File: src/hw/rtl/mks_pkg.sv
// shared widths and the entry type for the morton key sorter
`timescale 1ns / 1ps

package mks_pkg;

  localparam int POS_W   = 12;
  localparam int TAG_W   = 16;
  localparam int KEY_W   = 29;
  localparam int COORD_W = 10;

  // scaling_mode register codes
  typedef enum logic {
    SCALE_DIRECT   = 1'b0,
    SCALE_CENTERED = 1'b1
  } scale_mode_t;

  // one stored body: valid flag, morton key and tag
  typedef struct packed {
    logic             valid;
    logic [KEY_W-1:0] key;
    logic [TAG_W-1:0] tag;
  } entry_t;

endpackage

File: src/hw/rtl/mks_keygen.sv
// quantizes a body position to cells and interleaves them into a morton key
`timescale 1ns / 1ps

module mks_keygen #(
  parameter int CELL_BITS = 10
) (
  input  logic                              scaling_mode,
  input  logic signed [mks_pkg::POS_W-1:0]  pos_x,
  input  logic signed [mks_pkg::POS_W-1:0]  pos_y,
  output logic        [mks_pkg::KEY_W-1:0]  key
);

  localparam logic [mks_pkg::POS_W-1:0] MaxCell =
    mks_pkg::POS_W'((1 << CELL_BITS) - 1);

  logic [mks_pkg::COORD_W-1:0] cell_x;
  logic [mks_pkg::COORD_W-1:0] cell_y;

  // raw or centered scaling, negative to zero, clamp to top cell
  function automatic logic [mks_pkg::COORD_W-1:0] to_cell(
    input logic                             mode,
    input logic signed [mks_pkg::POS_W-1:0] raw
  );
    logic signed [mks_pkg::POS_W:0] ctr;
    logic        [mks_pkg::POS_W-1:0] u;
    ctr = {raw[mks_pkg::POS_W-1], raw} + (mks_pkg::POS_W+1)'(1024);
    if (mode == mks_pkg::SCALE_CENTERED) begin
      u = ctr[mks_pkg::POS_W] ? '0 : {1'b0, ctr[mks_pkg::POS_W-1:1]};
    end else begin
      u = raw[mks_pkg::POS_W-1] ? '0 : raw;
    end
    if (u > MaxCell) u = MaxCell;
    return u[mks_pkg::COORD_W-1:0];
  endfunction

  assign cell_x = to_cell(scaling_mode, pos_x);
  assign cell_y = to_cell(scaling_mode, pos_y);

  // x bits on every third position, y bits one above
  always_comb begin
    key = '0;
    for (int i = 0; i < mks_pkg::COORD_W; i++) begin
      key[3*i]   = cell_x[i];
      key[3*i+1] = cell_y[i];
    end
  end

endmodule

File: config.mk
export PLATFORM = sky130hd
export DESIGN_NAME = mks_keygen
export DESIGN_NICKNAME = d
export VERILOG_FILES = /design/src/hw/rtl/mks_pkg.sv /design/src/hw/rtl/mks_keygen.sv
export SDC_FILE = /design/constraint.sdc
export NUM_CORES = 1
export LEC_CHECK = 0
export BUFFER_PORTS_ARGS = -buffer_cell sky130_fd_sc_hd__buf_4
export CELL_PAD_IN_SITES_DETAIL_PLACEMENT = 1
export CELL_PAD_IN_SITES_GLOBAL_PLACEMENT = 1
export CORE_MARGIN = 1
export CORE_UTILIZATION = 20
export DETAILED_ROUTE_END_ITERATION = 8
export PLACE_DENSITY = 0.87
export REMOVE_ABC_BUFFERS = 1
export SLEW_MARGIN = 40
export SYNTH_ARGS = -nofsm -noshare
export SYNTH_HDL_FRONTEND = slang
export SYNTH_SLANG_ARGS = --single-unit
export TNS_END_PERCENT = 1
File: constraint.sdc
create_clock -name vclk -period 0.8
set_clock_uncertainty 0.1 [all_clocks]
set_input_delay 0.04 -clock vclk [all_inputs]
set_output_delay 0.04 -clock vclk [all_outputs]
set_load 0.1 [all_outputs]
==> results of run 1 <==
==> power by group <==
group	internal (mW)	total (mW)	switching [mW]
combinational	0.612	1.84	1.23
clock	0	0	0
sequential	0	0	0
total	0.612	1.84	1.23
==> layer usage <==
layer	GRT usage (%)	share of wire, %
met1	33.0	41
met2	50.4	57
met3	1.13	2.3
met4	4.00	0
met5	0	0
==> cell usage in the layout, fill, tap and decap left out <==
master,n
inv_6,1
nor2_1,1
nor3_4,1
a21oi_1,9
o2bb2ai_1,1
buf_4,25
buf_8,1
a21oi_4,4
buf_12,19
a21oi_2,9
nor2_4,1
inv_4,2
buf_6,10
o2bb2ai_4,10
o2bb2ai_2,7
nor3_1,1
conb_1,9
inv_12,1
==> worst max-delay path, delay by kind of cell <==
| family | cells | cell delay (ps) |
|---|---|---|
| AOI/OAI and AO/OA | 2 | 370 |
| buffers and inverters | 3 | 440 |
==> cell type report <==
| class | instances | area (µm²) | area share [%] |
|---|---|---|---|
| inverters | 3 | 28.8 | 2.03 |
| multi-input cells | 53 | 648 | 45.8 |
| well taps | 27 | 33.8 | 2.39 |
| repair buffers | 55 | 696 | 49.2 |
| repair inverters | 1 | 8.76 | 0.619 |
==> metrics by stage <==
step | instances | hold slack, ps | worst slack [ps] | util, % | total power [mW]
after floorplan | 54 | 315 | -1170 | - | 0.957
after global placement | 131 | 430 | -349 | 38.3 | 1.26
after detailed placement | 131 | 433 | -410 | 38.3 | 1.27
after CTS | 139 | 371 | -147 | 67.6 | 1.73
after global routing | 139 | 378 | -224 | 72.1 | 1.89
final | 139 | 375 | -198 | 72.1 | 1.84
==> repair_timing <==
action                                  CTS  global route
cloned                                    3             0
gates resized for setup                 103            16
pin swaps                                 8             7
setup buffers                             5             0
endpoints found under the setup margin   20            20
==> final timing paths <==
| check | start | endpoint |
|---|---|---|
| worst min-delay path | pos_y[9] | key[25] |
| worst max-delay path | pos_y[10] | key[10] |
==> kinds of logic (layout without fill, tap and decap cells) <==
logic type | after synthesis | after routing
AO/OA/AOI/OAI | 38 | 40
buffers and inverters | 18 | 59
other | 1 | 9
AND/OR/NAND/NOR | 4 | 4
==> run metrics, run 1 <==
outcome=finished with violations; failing checks=negative setup slack; FP Rows=16; DR iter-0 viols=7; leading area contributor after synthesis=o2bb2ai_1; Fin. Hold Viols=0; HP Class=in -> out; Fillers=around 200; Post-Route WL=~3.0 mm; post-synth top area share=a little under two fifths; Crit Path Max Fanout=10; Crit-path slowest cell=a21oi_1; Post-Synth Adder-Cell Area=0%; nets=roughly 140; maxcap violations=0; Syn Area/Cell=roughly 6.8 µm²; WS Path Type=in -> out; CP peak stage delay=250 ps; Seq/Total Area, Yosys=0%; Routed Antenna Nets=0; final period utilization=125%; overall routing resource usage=a little over a quarter; endpoint type of the worst setup path=output port; worst vdd ir=about 820 µV; total core area=0.00196 mm²; CP Launch Type=primary input; first-pass GRT wire length=roughly 4 mm; die width=approximately 48 µm; clock buffer count=0; Die Area=0.00226 mm²; post-synthesis simple-gate area fraction=under 10%; vias in the first global route=754; Setup violations, final=20; Synth warnings=0; Max Slew Vio Count=0; WP data required=660 ps; via/cell ratio=between 5 and 6; main combinational cell family by area after synthesis=compound AO/OA/AOI/OAI gates; Ant. Diodes=0; setup tns final=-3140 ps; # hold bufs at CTS=0; Critical Path, Cell by Cell=buf_6 -> buf_4 -> a21oi_1 -> o2bb2ai_4 -> buf_12; Cells after Synth=61; Synth Area in Compound Gates=between 60% and 70%; DRC=0; worst hold stages=3; dpl hpwl=about 1.3 mm; Area Growth Syn to Fin=242%; total number of vias=roughly 700; P per Cell Area=1300 mW/mm²; Seq cells=0; first-pass iteration count of the detailed router=3; share of layout cells above drive strength 1=just over 80%; mux contribution to synthesized area=0%; die height=around 48 µm; maximum clock frequency=approximately 1000 MHz; final cell area excluding filler cells=approximately 0.0014 mm²; top post-synthesis cells by area=o2bb2ai_1, a21oi_1, buf_4; cell area after placement=between 700 and 800 µm²; port bufs=45; DR WL/cell=21.5 µm; pin count of the biggest net entering global routing=12; RSZ-0062 raised after global routing=yes; leakage dissipation=0.560 nW; top cells by count, synth=a21oi_1, o2bb2ai_1, buf_4, buf_2; GRT overflow=0; register area=0 µm²; critical path data arrival time=860 ps; Synth cell types=13; clock period minus worst slack=998 ps; initial antenna violation count=0; setup ws final=-198 ps; routability cong.=between 0.6 and 0.7; starting density of the core=21.1%; Mapped Area=between 400 and 500 µm²; IO Count=54; Synth Area in XOR/XNOR=0%
Note: power is estimated with default switching activity, not from simulation.
==> run 2, diff against run 1 <==
Clock period 0.8 ns to 1 ns, I/O delays scaled along.
==> run 2 against run 1 <==
The run still ends with negative setup slack left. Core utilization decreased by 8.2 points. Routed wire length shrank 21%. Setup slack better by 190 ps. Clock-buffer cell count unchanged. Hold slack improved by 17 ps. Non-clock buffer count decreased by 1. Final cell count unchanged. Critical path depth up 1. Critical endpoint is now key[9]. Highest routed layer unchanged.
==> run metrics, run 2 (synthesized netlist as in run 1, its figures left out) <==
outcome=finished with violations; failing checks=negative setup slack; leakage dissipation=0.520 nW (-7.2%); nets=139 (unchanged); maxcap violations=0 (unchanged); P per Cell Area=1080 mW/mm² (-17%); first-pass GRT wire length=2.40 mm (-42%); FP Rows=16 (unchanged); Routed Antenna Nets=0 (unchanged); WP data required=850 ps (+190 ps); overall routing resource usage=14.1% (-12 points); final cell area excluding filler cells=0.00125 mm² (-11%); WS Path Type=in -> out; total number of vias=702 (+0.14%); worst vdd ir=539 µV (-34%); initial antenna violation count=0 (unchanged); starting density of the core=21.1% (unchanged); HP Class=in -> out; leading cell type in the layout, fill and taps excluded=buf_4; share of layout cells above drive strength 1=70.5% (-11 points); DR iter-0 viols=3 (-4); cell area after placement=752 µm² (unchanged); worst hold stages=3 (unchanged); pin count of the biggest net entering global routing=23 (+11); setup ws final=-10.5 ps (+188 ps); DRC=0 (unchanged); Seq cells=0 (unchanged); first-pass iteration count of the detailed router=4 (+1); Hold WS=392 ps (+16.9 ps); endpoint type of the worst setup path=output port; Fin. Hold Viols=0 (unchanged); Die Area=0.00226 mm² (unchanged); GRT overflow=0 (unchanged); die height=47.5 µm (unchanged); maximum clock frequency=between 900 and 1000 MHz; RSZ-0062 raised after global routing=yes; Post-Route WL=2.35 mm (-21%); Ant. Diodes=0 (unchanged); clock period minus worst slack=roughly 1000 ps; clock buffer count=0 (unchanged); Setup violations, final=2 (-90%); total core area=0.00196 mm² (unchanged); port bufs=45 (unchanged); dpl hpwl=1.25 mm (-1.7%); via/cell ratio=5.05 (+0.14%); final period utilization=101%; die width=47.5 µm (unchanged); DR WL/cell=16.9 µm (-21%); Pwr Total=1.35 mW (-27%); critical path data arrival time=860 ps (about the same); Max Slew Vio Count=0 (unchanged); IO Count=54 (unchanged); Area Growth Syn to Fin=203%; CP Launch Type=primary input; routability cong.=0.628 (unchanged); vias in the first global route=555 (-26%); most frequent cells in the layout=buf_4, a21oi_1, buf_12; register area=0 µm² (unchanged); Crit Path Max Fanout=5 (-5); # hold bufs at CTS=0 (unchanged)
==> run 2: stage by stage <==
stage	setup TNS, ps	setup WS [ps]	std cells	util (%)
after global placement	-2840	-169	131	38.3
after floorplan	-18860	-993	54	-
final	-11.8	-10.5	139	64.0
after CTS	-31.1	-10.2	133	43.4
after global routing	-333	-36.9	139	64.0
after detailed placement	-3390	-214	131	38.3
==> run 2: worst max-delay path, cell delays in order <==
cell and delay, ps:
buf_4 90, inv_1 90, a21oi_4 150, buf_12 150, o2bb2ai_2 130, buf_12 200
==> run 2: layout make-up <==
class              count  area [µm²]
fillers              219         707
inverters              3        23.8
multi-input cells     53         557
well taps             27        33.8
repair buffers        54         623
repair inverters       2        17.5
==> run 2: per-layer routing <==
metal | vias to the layer above | GRT usage [%] | routed length, µm | share of wire, %
met2 | 26 | 27.4 | 1340 | 57
li1 | 326 | - | - | -
met3 | 0 | 0.755 | 78 | 3.3
met4 | 0 | 0.571 | 0 | 0
met1 | 350 | 17.8 | 931 | 40
met5 | - | 0 | 0 | 0
==> run 2: where the power goes <==
part           leakage, nW  internal, mW  switching, mW
logic                0.520         0.427          0.927
registers                0             0              0
clock network            0             0              0
total                0.520         0.427          0.927
==> run 2: what timing repair did <==
item	4_1_cts	5_1_grt
pin swaps	5	2
buffers inserted	0	4
setup endpoints to repair	18	20
resized for setup	22	59
cloned	2	2
==> run 2: final timing paths <==
| path | start | to |
|---|---|---|
| setup / recovery | pos_x[10] | key[9] |
| hold / removal | pos_x[8] | key[21] |
==> run 3, diff against run 2 <==
Clock period 1 ns to 1.1 ns, I/O delays scaled along.
==> run 3 against run 2 <==
The flow now finishes without violations. Combinational power is 27% lower. Clock-buffer cell count stayed put. Design area is 34% lower. Die area stayed put. Power is 28% lower. Sequential cell count stayed put. Non-clock buffer count is 4 lower. Sequential share of layout area stayed put. Critical path depth is 1 lower. Final cell count is 5.0% lower.
==> run metrics, run 3 (synthesized netlist as in run 1, its figures left out) <==
endpoint type of the worst setup path=output port; IO Count=54 (unchanged); RSZ-0062 raised after global routing=yes; maxcap violations=0 (unchanged); Setup Buffers After CTS=0 (unchanged); leading cell type in the layout, fill and taps excluded=buf_4; most frequent cells in the layout=buf_4, a21oi_1, o2bb2ai_1, buf_6, conb_1; first-pass iteration count of the detailed router=4 (unchanged); outcome=complete, no violations; placed cell count=131 (unchanged); pre-CTS WS=-136 ps (+78.1 ps); CP Launch Type=primary input; vias in the first global route=517 (-6.8%); Die Area=0.00226 mm² (unchanged); Crit Path Max Fanout=21 (+16); DRC=0 (unchanged); overall routing resource usage=13.0% (-1.2 points); GRT overflow=0 (unchanged); maximum clock frequency=about 930 MHz; DR WL/cell=11.8 µm (-30%); Routed Antenna Nets=0 (unchanged); via/cell ratio=4.67 (-7.6%); first-pass GRT wire length=2.20 mm (-8.3%); Hold WS=431 ps (+38.6 ps); total number of vias=616 (-12%); worst vdd ir=397 µV (-26%); Seq cells=0 (unchanged); initial antenna violation count=0 (unchanged); FP Rows=16 (unchanged); setup tns final=0 ps (+11.8 ps); pin count of the biggest net entering global routing=21 (-8.7%); HP Class=in -> out; Fillers=259 (+18%); Max Slew Vio Count=0 (unchanged); die width=47.5 µm (unchanged); setup ws final=26.0 ps (+36.5 ps); critical path data arrival time=920 ps (+60 ps); Fin. Hold Viols=0 (unchanged); Ant. Diodes=0 (unchanged); clock period minus worst slack=between 1000 and 1500 ps; WP data required=940 ps (+90 ps); fin cells=132 (-5.0%); CP peak stage delay=250 ps (+50 ps); dpl hpwl=1.25 mm (about the same); register area=0 µm² (unchanged); DR iter-0 viols=7 (+4); final period utilization=a little over nine tenths; nets=132 (-5.0%); Area Growth Syn to Fin=101%; P per Cell Area=1170 mW/mm² (+8.8%); leakage dissipation=0.381 nW (-27%); share of layout cells above drive strength 1=51.4% (-19 points); Setup violations, final=0 (-2); clock buffer count=0 (unchanged); Critical Path, Cell by Cell=buf_4 -> inv_6 -> a21oi_4 -> o2bb2ai_1 -> buf_6; total core area=0.00196 mm² (unchanged); port bufs=45 (unchanged); Crit-path slowest cell=buf_6; routability cong.=0.628 (about the same); die height=47.5 µm (unchanged); Post-Route WL=1.56 mm (-34%); WS Path Type=in -> out; starting density of the core=21.1% (unchanged)
-- run 3: area by class of cell --
class	instances	area (µm²)	area share, %
Timing Repair Buffer	50	443	53.2
Tap cell	27	33.8	4.05
Multi-Input combinational cell	52	340	40.8
Inverter	3	16.3	1.95
-- run 3: per-stage QoR --
| stage | cell area [µm²] | utilization, % | total power [mW] |
|---|---|---|---|
| 5_1_grt | 833 | 42.5 | 1.01 |
| 6_report | 833 | 42.5 | 0.979 |
| 4_1_cts | 822 | 41.9 | 0.975 |
| 2_1_floorplan | 343 | - | 0.696 |
| 3_5_place_dp | 752 | 38.3 | 0.924 |
| 3_3_place_gp | 752 | 38.3 | 0.915 |
-- run 3: critical path, delay by kind of cell --
kind | cells | cell delay (ps)
AO/OA/AOI/OAI | 2 | 420
buffers and inverters | 3 | 440
-- run 3: repair_timing --
| action | CTS | global route |
|---|---|---|
| gates resized for setup | 19 | 1 |
| cloned | 0 | 1 |
| setup endpoints to repair | 18 | 18 |
| hold buffers | 0 | 0 |
-- run 3: final timing paths --
check / endpoint / start / cells past startpoint
hold / removal: key[19] / pos_y[7] / 3
setup / recovery: key[22] / scaling_mode / 5
-- run 3: metal layers --
| metal | up-vias | track usage [%] | routed length [µm] | part of all wire [%] |
|---|---|---|---|---|
| met5 | - | 0 | 0 | 0 |
| li1 | 308 | - | - | - |
| met3 | 0 | 0 | 70 | 4.5 |
| met2 | 24 | 25.5 | 928 | 60 |
| met4 | 0 | 0 | 0 | 0 |
| met1 | 284 | 16.7 | 561 | 36 |
-- run 3: where the power goes --
part	switching, mW	internal, mW
combinational	0.746	0.232
sequential	0	0
clock	0	0
total	0.746	0.232
