<file path="src/hw/rtl/mks_pkg.sv">
// shared widths and the entry type for the morton key sorter
`timescale 1ns / 1ps

package mks_pkg;

  localparam int POS_W   = 12;
  localparam int TAG_W   = 16;
  localparam int KEY_W   = 29;
  localparam int COORD_W = 10;

  // scaling_mode register codes
  typedef enum logic {
    SCALE_DIRECT   = 1'b0,
    SCALE_CENTERED = 1'b1
  } scale_mode_t;

  // one stored body: valid flag, morton key and tag
  typedef struct packed {
    logic             valid;
    logic [KEY_W-1:0] key;
    logic [TAG_W-1:0] tag;
  } entry_t;

endpackage

</file>
<file path="src/hw/rtl/mks_cell.sv">
// one insertion-sort cell: holds one entry, takes the new key or its neighbor's
`timescale 1ns / 1ps

module mks_cell (
  input  logic            clk,
  input  logic            rst,
  input  logic            ins,
  input  logic            shift,
  input  mks_pkg::entry_t new_ent,
  input  mks_pkg::entry_t prev_ent,
  input  logic            prev_gt,
  input  mks_pkg::entry_t next_ent,
  output mks_pkg::entry_t ent,
  output logic            gt
);

  mks_pkg::entry_t take;

  // empty cells count as larger, so a key above all stored keys lands in the first free cell
  assign gt   = !ent.valid || (ent.key > new_ent.key);
  assign take = prev_gt ? prev_ent : new_ent;

  // entry register, only the valid flag is reset
  always_ff @(posedge clk) begin
    if (rst) begin
      ent.valid <= 1'b0;
    end else if (shift) begin
      ent <= next_ent;
    end else if (ins && gt) begin
      ent <= take;
    end
  end

endmodule

</file>
<file path="config.mk">
export PLATFORM = sky130hd
export DESIGN_NAME = mks_cell
export DESIGN_NICKNAME = d
export VERILOG_FILES = /design/src/hw/rtl/mks_pkg.sv /design/src/hw/rtl/mks_cell.sv
export SDC_FILE = /design/constraint.sdc
export NUM_CORES = 1
export LEC_CHECK = 0
export ABC_AREA = 1
export ABC_CLOCK_PERIOD_IN_PS = 4100
export BUFFER_PORTS_ARGS = -buffer_cell sky130_fd_sc_hd__buf_2
export CAP_MARGIN = 20
export CORE_ASPECT_RATIO = 1.2
export CORE_MARGIN = 3
export CORE_UTILIZATION = 44
export DETAILED_ROUTE_END_ITERATION = 7
export GPL_TIMING_DRIVEN = 0
export PLACE_DENSITY = 0.81
export SLEW_MARGIN = 10
export SYNTH_ARGS = -nofsm -noshare
export SYNTH_HDL_FRONTEND = slang
export SYNTH_SLANG_ARGS = --single-unit
</file>
<file path="constraint.sdc">
create_clock -name clk -period 4.1 [get_ports clk]
set_clock_uncertainty 0.1 [all_clocks]
set_input_delay 0.82 -clock clk [delete_from_list [all_inputs] [get_ports clk]]
set_output_delay 0.82 -clock clk [all_outputs]
set_load 0.01 [all_outputs]
</file>
==> flow_summary.ini, run 1 <==
[run_status]
outcome = completed

[run]
max_cap_violations = 0

[synth]
synth-compound-area-share = 0.2102
synth_top_family_by_area = compound AO/OA/AOI/OAI gates
synth_top_area_frac = 0.4252
synthCells = 377
ys_ff_latch = 46
yosysTopAreaCell = edfxtp_1
yosysSeqAreaShare = 0.4315
syn_area_per_cell_sq_um = 8.430
synthAdderAreaFrac = 0.1142
synthTopCellsByArea = edfxtp_1, ha_1, nand2_1
synthXorXnorAreaFrac = 0
yosys_warnings = 0
synthesis.nets = 549
synthSimpleGateAreaFrac = 0.1618
synth.mux.area_fraction = 0
synthDistinctLibCells = 22
synth_area_sq_um = 3178

[route]
num_vias = 3375
wl_per_cell_microns = 14.83
routed_wl_mm = 9.835
drc = 0
firstDrtPassIters = 6
drt_iter0_drc = 95
avgViaCountPerCell = 5.090
ant_nets = 0

[cells_and_area]
largest_register = ent
area_delta_synth_final_pct = 38.62
largest_reg_flops = 46
largest_registers = ent (46)
diodes = 0
final_core_util = 0.6351
final_net_count = 747
final_cell_count_no_fill = 663
drive_gt1_frac = 0.3681

[cts]
h-tree-depth = 2
clockRootBuffer = clkbuf_8
holdBufCountCts = 0
clk_pin_slew_ns = 0.10
clock_sinks = 46
cts_tree = built
clk_latency_ns = 0.30
clockBufferDepth = 2
postCtsSetupRepairBufs = 0
ctsResizeCount = 0
numCtsBuffers = 5

[setup_path]
critPathSlowestCell = a21oi_4
r2r_end = ent[35]
critical_path_class = primary input to flip-flop
crit_path_frequent_cell = nand2_1
slowest_delay_ns = 0.52
worst-path-buf-inv = 4
ff2ff_path_depth = 13
cp_cell_sequence = buf_2 > inv_1 > ha_1 > nand2_1 > nor2_1 > nand3_1 > nor2_1 > nand2_1 > nand2_1 > nand2_1 > nand2_2 > nand2_2 > a21oi_4 > buf_16 > buf_16
cp.required_ns = 4.02
start_kind = primary input
r2r_start = ent[36]
worst-endpoint-arrival_ns = 3.04
r2r_slack_ns = 1.20
path_max_fanout = 18
cp-end-kind = flip-flop
crit_family = simple AND/OR/NAND/NOR gates

[die]
dieArea_sq_um = 8283
start_util = 0.4582
num_rows = 33
core-area_sq_um = 6937
die_y_microns = 99.10
num_io_pins = 190
die_w_microns = 83.58

[timing]
fmax_ghz = 0.3198
worstMarginPinSlew_ns = 0.6242
min_period_over_period = 0.7627
setup_violations = 0
final_max_slew_viol_count = 0
hold_violations = 0
setup_slack_ns = 0.9730
whs_ns = 0.5060
min_period_ns = 3.127
rsz0062_at_grt = false
slew_headroom = 0.5830

[min_path]
min_path_type = flip-flop to flip-flop
hold_path_end = ent[45]
hold_depth = 2
min_from = ent[45]

[power]
p_leak_nw = 2.213
power_mw = 1.257
powerDensity_nw_per_um2 = 285.2
ir_drop_mv = 0.1903

[placed_design]
portBuffers = 189
preCtsSetupSlack_ns = 0.6282
hpwl_mm = 7.936
placed_cells = 655
globalplace.congestion = 0.8126

[grt]
antenna_found_initial = 0
grt_max_degree = 19
grt_pass1_wl_mm = 15.50
grt_pass1_vias = 3437
track_usage = 0.2326
gr-total-overflow = 0
-- per-stage QoR --
| step | setup TNS [ns] | area [sq um] |
|---|---|---|
| after floorplan | 0 | 3178 |
| after global placement | -24.20 | 4233 |
| after detailed placement | 0 | 4295 |
| after CTS | 0 | 4405 |
| after global routing | 0 | 4405 |
| final | 0 | 4405 |
-- tightest hold or removal path, delay by kind of cell (launching register included) --
kind / cells / cell delay (ns)
flip-flops: 1 / 0.39
AO/OA/AOI/OAI: 2 / 0.20
-- synth_stat cells --
master,instances
nand3_1,4
nor3_1,2
a21oi_2,2
o21a_1,27
a21oi_1,45
edfxtp_1,45
dfxtp_1,1
nand2_2,2
a21o_1,1
ha_1,29
inv_1,47
clkinv_1,1
clkbuf_1,6
nor2_1,25
buf_2,8
nand2_1,94
nor2_2,2
o21ai_0,1
nand4_1,2
o211ai_1,27
buf_1,5
o31ai_1,1
-- per-layer routing --
metal | up-vias | wire (microns) | part of all wire | track usage
li1 | 1682 | - | - | -
met1 | 1520 | 3722 | 0.38 | 0.2570
met5 | - | 0 | 0 | 0
met3 | 13 | 898 | 0.091 | 0.06628
met4 | 0 | 163 | 0.017 | 0.07054
met2 | 160 | 5050 | 0.51 | 0.4311
-- area by class of cell --
cell class | count | area, sq um
buffer | 19 | 81.33
clock buffer | 6 | 72.57
clock inverter | 2 | 37.54
fill | 648 | 2531
inverter | 48 | 180.2
multi-input combinational | 264 | 1553
sequential | 46 | 1371
tap | 87 | 108.9
timing repair buffer | 191 | 1001
-- power breakdown --
| part | internal [mW] | switching, mW |
|---|---|---|
| Clock | 0.182 | 0.165 |
| Combinational | 0.153 | 0.180 |
| Sequential | 0.561 | 0.0146 |
-- cell usage in the layout, fill, tap and decap left out, types with 7 or more instances in the layout --
cell type,instances
o21a_1,27
nor2_1,25
inv_1,47
clkbuf_1,7
edfxtp_1,45
ha_1,29
o211ai_1,27
buf_2,197
nand2_1,94
a21oi_1,45
-- logic make-up after synthesis --
family	Yosys count
buf+inv	67
simple gates	131
flops	46
fa+ha+maj	29
compound gates	104
-- how the worst max path moves through the flow --
stage	start	to	slack, ns	cells after the start
2_1_floorplan	new_ent[28]	ent[0]	0.38	14
3_3_place_gp	new_ent[36]	ent[31]	-0.54	13
3_5_place_dp	new_ent[36]	ent[11]	0.63	15
4_1_cts	new_ent[36]	ent[40]	0.95	15
5_1_grt	new_ent[36]	ent[39]	0.78	15
6_report	new_ent[36]	ent[35]	0.97	15
Note: power is estimated with default switching activity, not from simulation.
==> inputs of run 2 (changes only) <==
--- a/config.mk
+++ b/config.mk
@@ -6,15 +6,15 @@
 export NUM_CORES = 1
 export LEC_CHECK = 0
 export ABC_AREA = 1
-export ABC_CLOCK_PERIOD_IN_PS = 4100
+export ABC_CLOCK_PERIOD_IN_PS = 2600
 export BUFFER_PORTS_ARGS = -buffer_cell sky130_fd_sc_hd__buf_2
 export CAP_MARGIN = 20
 export CORE_ASPECT_RATIO = 1.2
 export CORE_MARGIN = 3
-export CORE_UTILIZATION = 44
+export CORE_UTILIZATION = 40
 export DETAILED_ROUTE_END_ITERATION = 7
 export GPL_TIMING_DRIVEN = 0
-export PLACE_DENSITY = 0.81
+export PLACE_DENSITY = 0.78
 export SLEW_MARGIN = 10
 export SYNTH_ARGS = -nofsm -noshare
 export SYNTH_HDL_FRONTEND = slang
==> constraint.sdc (replaced) <==
create_clock -name clk -period 2.6 [get_ports clk]
set_clock_uncertainty 0.1 [all_clocks]
set_input_delay 0.52 -clock clk [delete_from_list [all_inputs] [get_ports clk]]
set_output_delay 0.52 -clock clk [all_outputs]
set_load 0.01 [all_outputs]
==> run 2 against run 1 <==
  * Clock power is 56% higher
  * Flip-flop and latch count stayed put
  * Power is 63% higher
  * First-iteration DRC count is 17% higher
  * Hold slack worse by 0.12 ns
  * Sequential power is 59% higher
  * Cell count is 2.3% higher
  * Critical path depth is 7 lower
  * Clock-buffer cell count stayed put
  * Largest cell class unchanged
  * Highest routed layer unchanged
==> flow_summary.ini, run 2 (synthesis gave the netlist of run 1 again) <==
[grt]
antenna_found_initial = 0
gr-total-overflow = 0
grt_pass1_vias = 3468
grt_pass1_wl_mm = 16.10
track_usage = 0.2212
grt_max_degree = 25

[die]
dieArea_sq_um = 9055
num_rows = 35
die_w_microns = 87.37
start_util = 0.4123
num_io_pins = 190
core-area_sq_um = 7707
die_y_microns = 103.6

[cells_and_area]
drive_gt1_frac = 0.4454
final_cell_mix = buf_2, nand2_1, edfxtp_1
area_delta_synth_final_pct = 48.66
final_net_count = 757
fillers = 670
largest_register = ent
postLayoutCellArea_sq_um = 4725
final_core_util = 0.6130
largest_reg_flops = 46
final_cell_count_no_fill = 678
largest_registers = ent (46)
final_common_cell = buf_2
diodes = 0

[power]
p_int_mw = 1.449
switching_share = 0.2921
ir_drop_mv = 0.3543
seqPwrFrac = 0.447
p_leak_nw = 2.259
powerDensity_nw_per_um2 = 433.1
p_sw_uw = 597.7
p_clk_frac = 0.265
comb_power_share = 0.288

[route]
avgViaCountPerCell = 5.034
wl_met2_mm = 5.150
num_vias = 3413
routed_wl_mm = 10.03
drt-met1-wl_mm = 3.908
ant_nets = 0
top_layer = met4
firstDrtPassIters = 4
wl_met3_microns = 899
drt_iter0_drc = 111
drc = 0
wl_per_cell_microns = 14.79

[min_path]
hold_depth = 2
min_from = next_ent[18]
min_path_type = primary input to flip-flop
hold_path_end = ent[18]

[timing]
fmax_ghz = 0.3938
rsz0062_at_grt = true
tns_ns = 0
slew_headroom = 0.5240
min_period_ns = 2.539
min_period_over_period = 0.9766
worstMarginPinSlew_ns = 0.7141
setup_slack_ns = 0.06083
final_max_slew_viol_count = 0
hold_violations = 0
setup_violations = 0

[cts]
h-tree-depth = 2
clockRootBuffer = clkbuf_8
clockBufferDepth = 2
clk_latency_ns = 0.30
numCtsBuffers = 5
clk_pin_slew_ns = 0.10
cts_tree = built
clock_sinks = 46

[setup_path]
ff2ff_path_depth = 11
r2r_end = ent[30]
critPathSlowestCell = edfxtp_1
cp.required_ns = 1.98
cp-end-kind = output port
r2r_slack_ns = 0.14
cp_cell_sequence = ha_4 > nand4_1 > buf_4 > nor3_4 > nand4_1 > nand2_2 > nand2_2 > buf_6
crit_family = simple AND/OR/NAND/NOR gates
start_kind = flip-flop
worst-endpoint-arrival_ns = 1.92
path_max_fanout = 3
worst-path-buf-inv = 2
critical_path_class = flip-flop to output port
slowest_delay_ns = 0.45
r2r_start = ent[44]

[placed_design]
placed_cells = 659
portBuffers = 189
preCtsSetupSlack_ns = -0.5812
globalplace.congestion = 0.8585
place_area_sq_um = 4464
hpwl_mm = 7.989

[run_status]
outcome = completed

[run]
max_cap_violations = 0
==> run 2: cell count changes in the layout (fill, tap and decap cells not counted), sizes merged <==
| cell | delta |
|---|---|
| a21oi | +1 |
| buf | +9 |
==> run 2: layout make-up <==
cell class	instances	area, sq um	area share
Multi-Input combinational cell	265	1774	0.3755
Sequential cell	46	1371	0.2903
Timing Repair Buffer	200	1060	0.2243
Inverter	48	212.7	0.04502
Tap cell	92	115.1	0.02436
Buffer	19	81.33	0.01721
Clock buffer	6	72.57	0.01536
Clock inverter	2	37.54	0.007945
==> run 2: worst register-to-register path, delay by kind of cell, from the launching register on <==
family / cells / cell delay [ns]
DFF: 1 / 0.45
buffers and inverters: 2 / 0.39
adders and majority gates: 1 / 0.30
and+or+nand+nor: 6 / 0.59
AOI/OAI and AO/OA: 2 / 0.31
==> run 2: power by group through the flow <==
stage / Clock (mW) / Combinational (mW) / Sequential (mW)
2_1_floorplan: 0 / 0.280 / 0.959
3_3_place_gp: 0 / 0.537 / 0.933
3_5_place_dp: 0 / 0.554 / 0.935
4_1_cts: 0.561 / 0.565 / 0.917
5_1_grt: 0.594 / 0.670 / 0.921
6_report: 0.542 / 0.589 / 0.915
==> run 2: what timing repair did <==
item | 4_1_cts | 5_1_grt
cloned | 1 | 0
endpoints found under the setup margin | 45 | 36
buffers inserted | 1 | 9
pin swaps | 1 | 8
hold buffers | 0 | 0
resized for setup | 0 | 15
==> run 2: worst max-delay path by stage <==
stage          cells after the start   startpoint      end  slack (ns)
2_1_floorplan                     14  new_ent[26]   ent[0]       -0.19
3_3_place_gp                      15  new_ent[26]  ent[27]       -0.89
3_5_place_dp                      16  new_ent[26]  ent[34]       -0.58
4_1_cts                           13      ent[25]  ent[19]        0.02
5_1_grt                           12      ent[30]       gt       -0.07
6_report                           8      ent[44]       gt        0.06
==> run 2: metrics by stage <==
step	total power, mW	hold WS (ns)
3_3_place_gp	1.470	0.4543
5_1_grt	2.185	0.3815
4_1_cts	2.043	0.3763
6_report	2.046	0.3878
3_5_place_dp	1.488	0.4903
2_1_floorplan	1.239	0.5072
==> run 2: routing by layer <==
metal | vias to the layer above | GRT usage
met4 | 0 | 0.03838
met5 | - | 0
met3 | 4 | 0.04932
li1 | 1707 | -
met2 | 162 | 0.3944
met1 | 1540 | 0.2709
==> inputs of run 3 (changes only) <==
--- a/config.mk
+++ b/config.mk
@@ -9,7 +9,7 @@
 export ABC_CLOCK_PERIOD_IN_PS = 2600
 export BUFFER_PORTS_ARGS = -buffer_cell sky130_fd_sc_hd__buf_2
 export CAP_MARGIN = 20
-export CORE_ASPECT_RATIO = 1.2
+export CORE_ASPECT_RATIO = 0.8
 export CORE_MARGIN = 3
 export CORE_UTILIZATION = 40
 export DETAILED_ROUTE_END_ITERATION = 7
==> run 3 against run 2 <==
  * Critical path depth rose by 4
  * Global-route usage is 0.65 points lower
  * Sequential share of layout area grew 0.29 points
  * Largest power group unchanged
  * Largest cell class unchanged
  * Routed wire length is 1.5% higher
  * Register-to-register slack got worse by 0.02 ns
  * Cell area decreased by 0.98%
  * Sequential power barely moved
  * First-iteration DRC count increased by 45%
  * Setup slack better by 0.025 ns
  * Clock power shrank 15%
  * Hold slack gained 0.0066 ns
  * Power shrank 4.1%
  * Critical path type unchanged
==> flow_summary.ini, run 3 (synthesis gave the netlist of run 1 again) <==
[run_status]
outcome = completed

[setup_path]
critical_path_class = flip-flop to output port
critPathSlowestCell = edfxtp_1
ff2ff_path_depth = 14
cp-end-kind = output port
r2r_end = ent[37]
start_kind = flip-flop
cp_cell_sequence = ha_4 > nand2_2 > nor2_4 > inv_1 > nor2_2 > nand2_1 > nand2_1 > nand2_1 > nand2_1 > nand2_2 > nand2_2 > buf_6
path_max_fanout = 2
r2r_slack_ns = 0.12
cp.required_ns = 1.98
crit_path_frequent_cell = nand2_1
worst-endpoint-arrival_ns = 1.89
r2r_start = ent[25]
slowest_delay_ns = 0.44

[die]
dieArea_sq_um = 9057
core-area_sq_um = 7567
die_w_microns = 105.7
start_util = 0.4200
num_rows = 28
die_y_microns = 85.73
num_io_pins = 190

[power]
powerDensity_nw_per_um2 = 419.5
seqPwrFrac = 0.467
p_sw_uw = 589.1
power_mw = 1.963
p_int_mw = 1.373
ir_drop_mv = 0.2278
p_clk_frac = 0.235
comb_power_share = 0.298
p_leak_nw = 2.229
switching_share = 0.3002

[cells_and_area]
multi_input_area_sq_um = 1750
fillers = 699
final_common_cell = buf_2
regArea_sq_um = 1371
final_net_count = 751
area_delta_synth_final_pct = 47.20
largest_register = ent
final_cell_count_no_fill = 685
diodes = 0
largest_reg_flops = 46
final_cell_mix = buf_2, nand2_1, edfxtp_1
largest_registers = ent (46)
drive_gt1_frac = 0.4310

[route]
firstDrtPassIters = 4
num_vias = 3405
avgViaCountPerCell = 4.971
ant_nets = 0
wl_per_cell_microns = 14.86
drc = 0
drt_iter0_drc = 161
routed_wl_mm = 10.18

[timing]
fmax_ghz = 0.3978
worstMarginPinSlew_ns = 0.7446
min_period_ns = 2.514
min_period_over_period = 0.9669
setup_violations = 0
rsz0062_at_grt = true
hold_violations = 0
slew_headroom = 0.5036
tns_ns = 0
final_max_slew_viol_count = 0

[placed_design]
placed_cells = 672
hpwl_mm = 8.003
portBuffers = 189
globalplace.congestion = 0.7811

[min_path]
min_path_type = primary input to flip-flop
min_from = next_ent[25]
hold_depth = 2
hold_path_end = ent[25]

[grt]
grt_pass1_wl_mm = 15.77
grt_max_degree = 23
antenna_found_initial = 0
track_usage = 0.2147
gr-total-overflow = 0
grt_pass1_vias = 3424

[run]
max_cap_violations = 0

[cts]
clockBufferDepth = 2
numCtsBuffers = 5
clock_sinks = 46
clockRootBuffer = clkbuf_8
cts_tree = built
clk_latency_ns = 0.29
clk_pin_slew_ns = 0.09
h-tree-depth = 2
[run 3: cell count changes in the layout (fill, tap and decap cells not counted), sizes merged]
cell,before,now
buf,213,206
bufinv,1,0
clkbuf,12,14
clkinv,1,2
clkinvlp,1,0
[run 3: per-layer routing]
layer / wire, microns / global-route usage
met5: 0 / 0
met4: 105 / 0.03647
met3: 698 / 0.03988
met2: 5117 / 0.4005
met1: 4261 / 0.2632
[run 3: power groups by stage]
stage,clock network (mW),registers [mW],logic (mW)
2_1_floorplan,0,0.959,0.280
3_3_place_gp,0,0.932,0.532
3_5_place_dp,0,0.934,0.560
4_1_cts,0.473,0.917,0.574
5_1_grt,0.495,0.923,0.658
6_report,0.461,0.917,0.585
[run 3: how the worst max path moves through the flow]
stage,startpoint,to
after floorplan,new_ent[26],ent[0]
after global placement,new_ent[26],ent[28]
after global routing,ent[28],gt
after detailed placement,new_ent[26],ent[25]
after CTS,ent[25],gt
final,ent[25],gt
[run 3: timing repair]
| action | 4_1_cts | 5_1_grt |
|---|---|---|
| gates resized for setup | 1 | 7 |
| pin swaps | 1 | 4 |
| buffers inserted | 1 | 2 |
| hold buffers | 0 | 0 |
| setup endpoints to repair | 45 | 35 |
| gates cloned | 1 | 1 |
[run 3: worst max-delay path: cells and delay by family (launching register included)]
kind                       cells  cell delay, ns
and+or+nand+nor                9            0.72
buffers and inverters          2            0.16
DFF                            1            0.44
adders and majority gates      1            0.29
[run 3: layout make-up]
cell class	instances	share of cell area
multi-input cells	265	0.3742
flip-flops and latches	46	0.2931
repair buffers	194	0.2223
inverters	48	0.04547
well taps	105	0.02808
clock buffers	7	0.01845
plain buffers	19	0.01738
clock inverters	1	0.001070
[run 3: stage by stage]
stage | setup slack [ns] | area (sq um) | util | hold WS, ns
after floorplan | -0.1854 | 3383 | - | 0.5072
after global routing | -0.04387 | 4678 | 0.6182 | 0.3880
after detailed placement | -0.6321 | 4488 | 0.5931 | 0.4715
after global placement | -0.9100 | 4461 | 0.5895 | 0.4524
final | 0.08617 | 4678 | 0.6182 | 0.3944
after CTS | 0.01461 | 4616 | 0.6100 | 0.3833
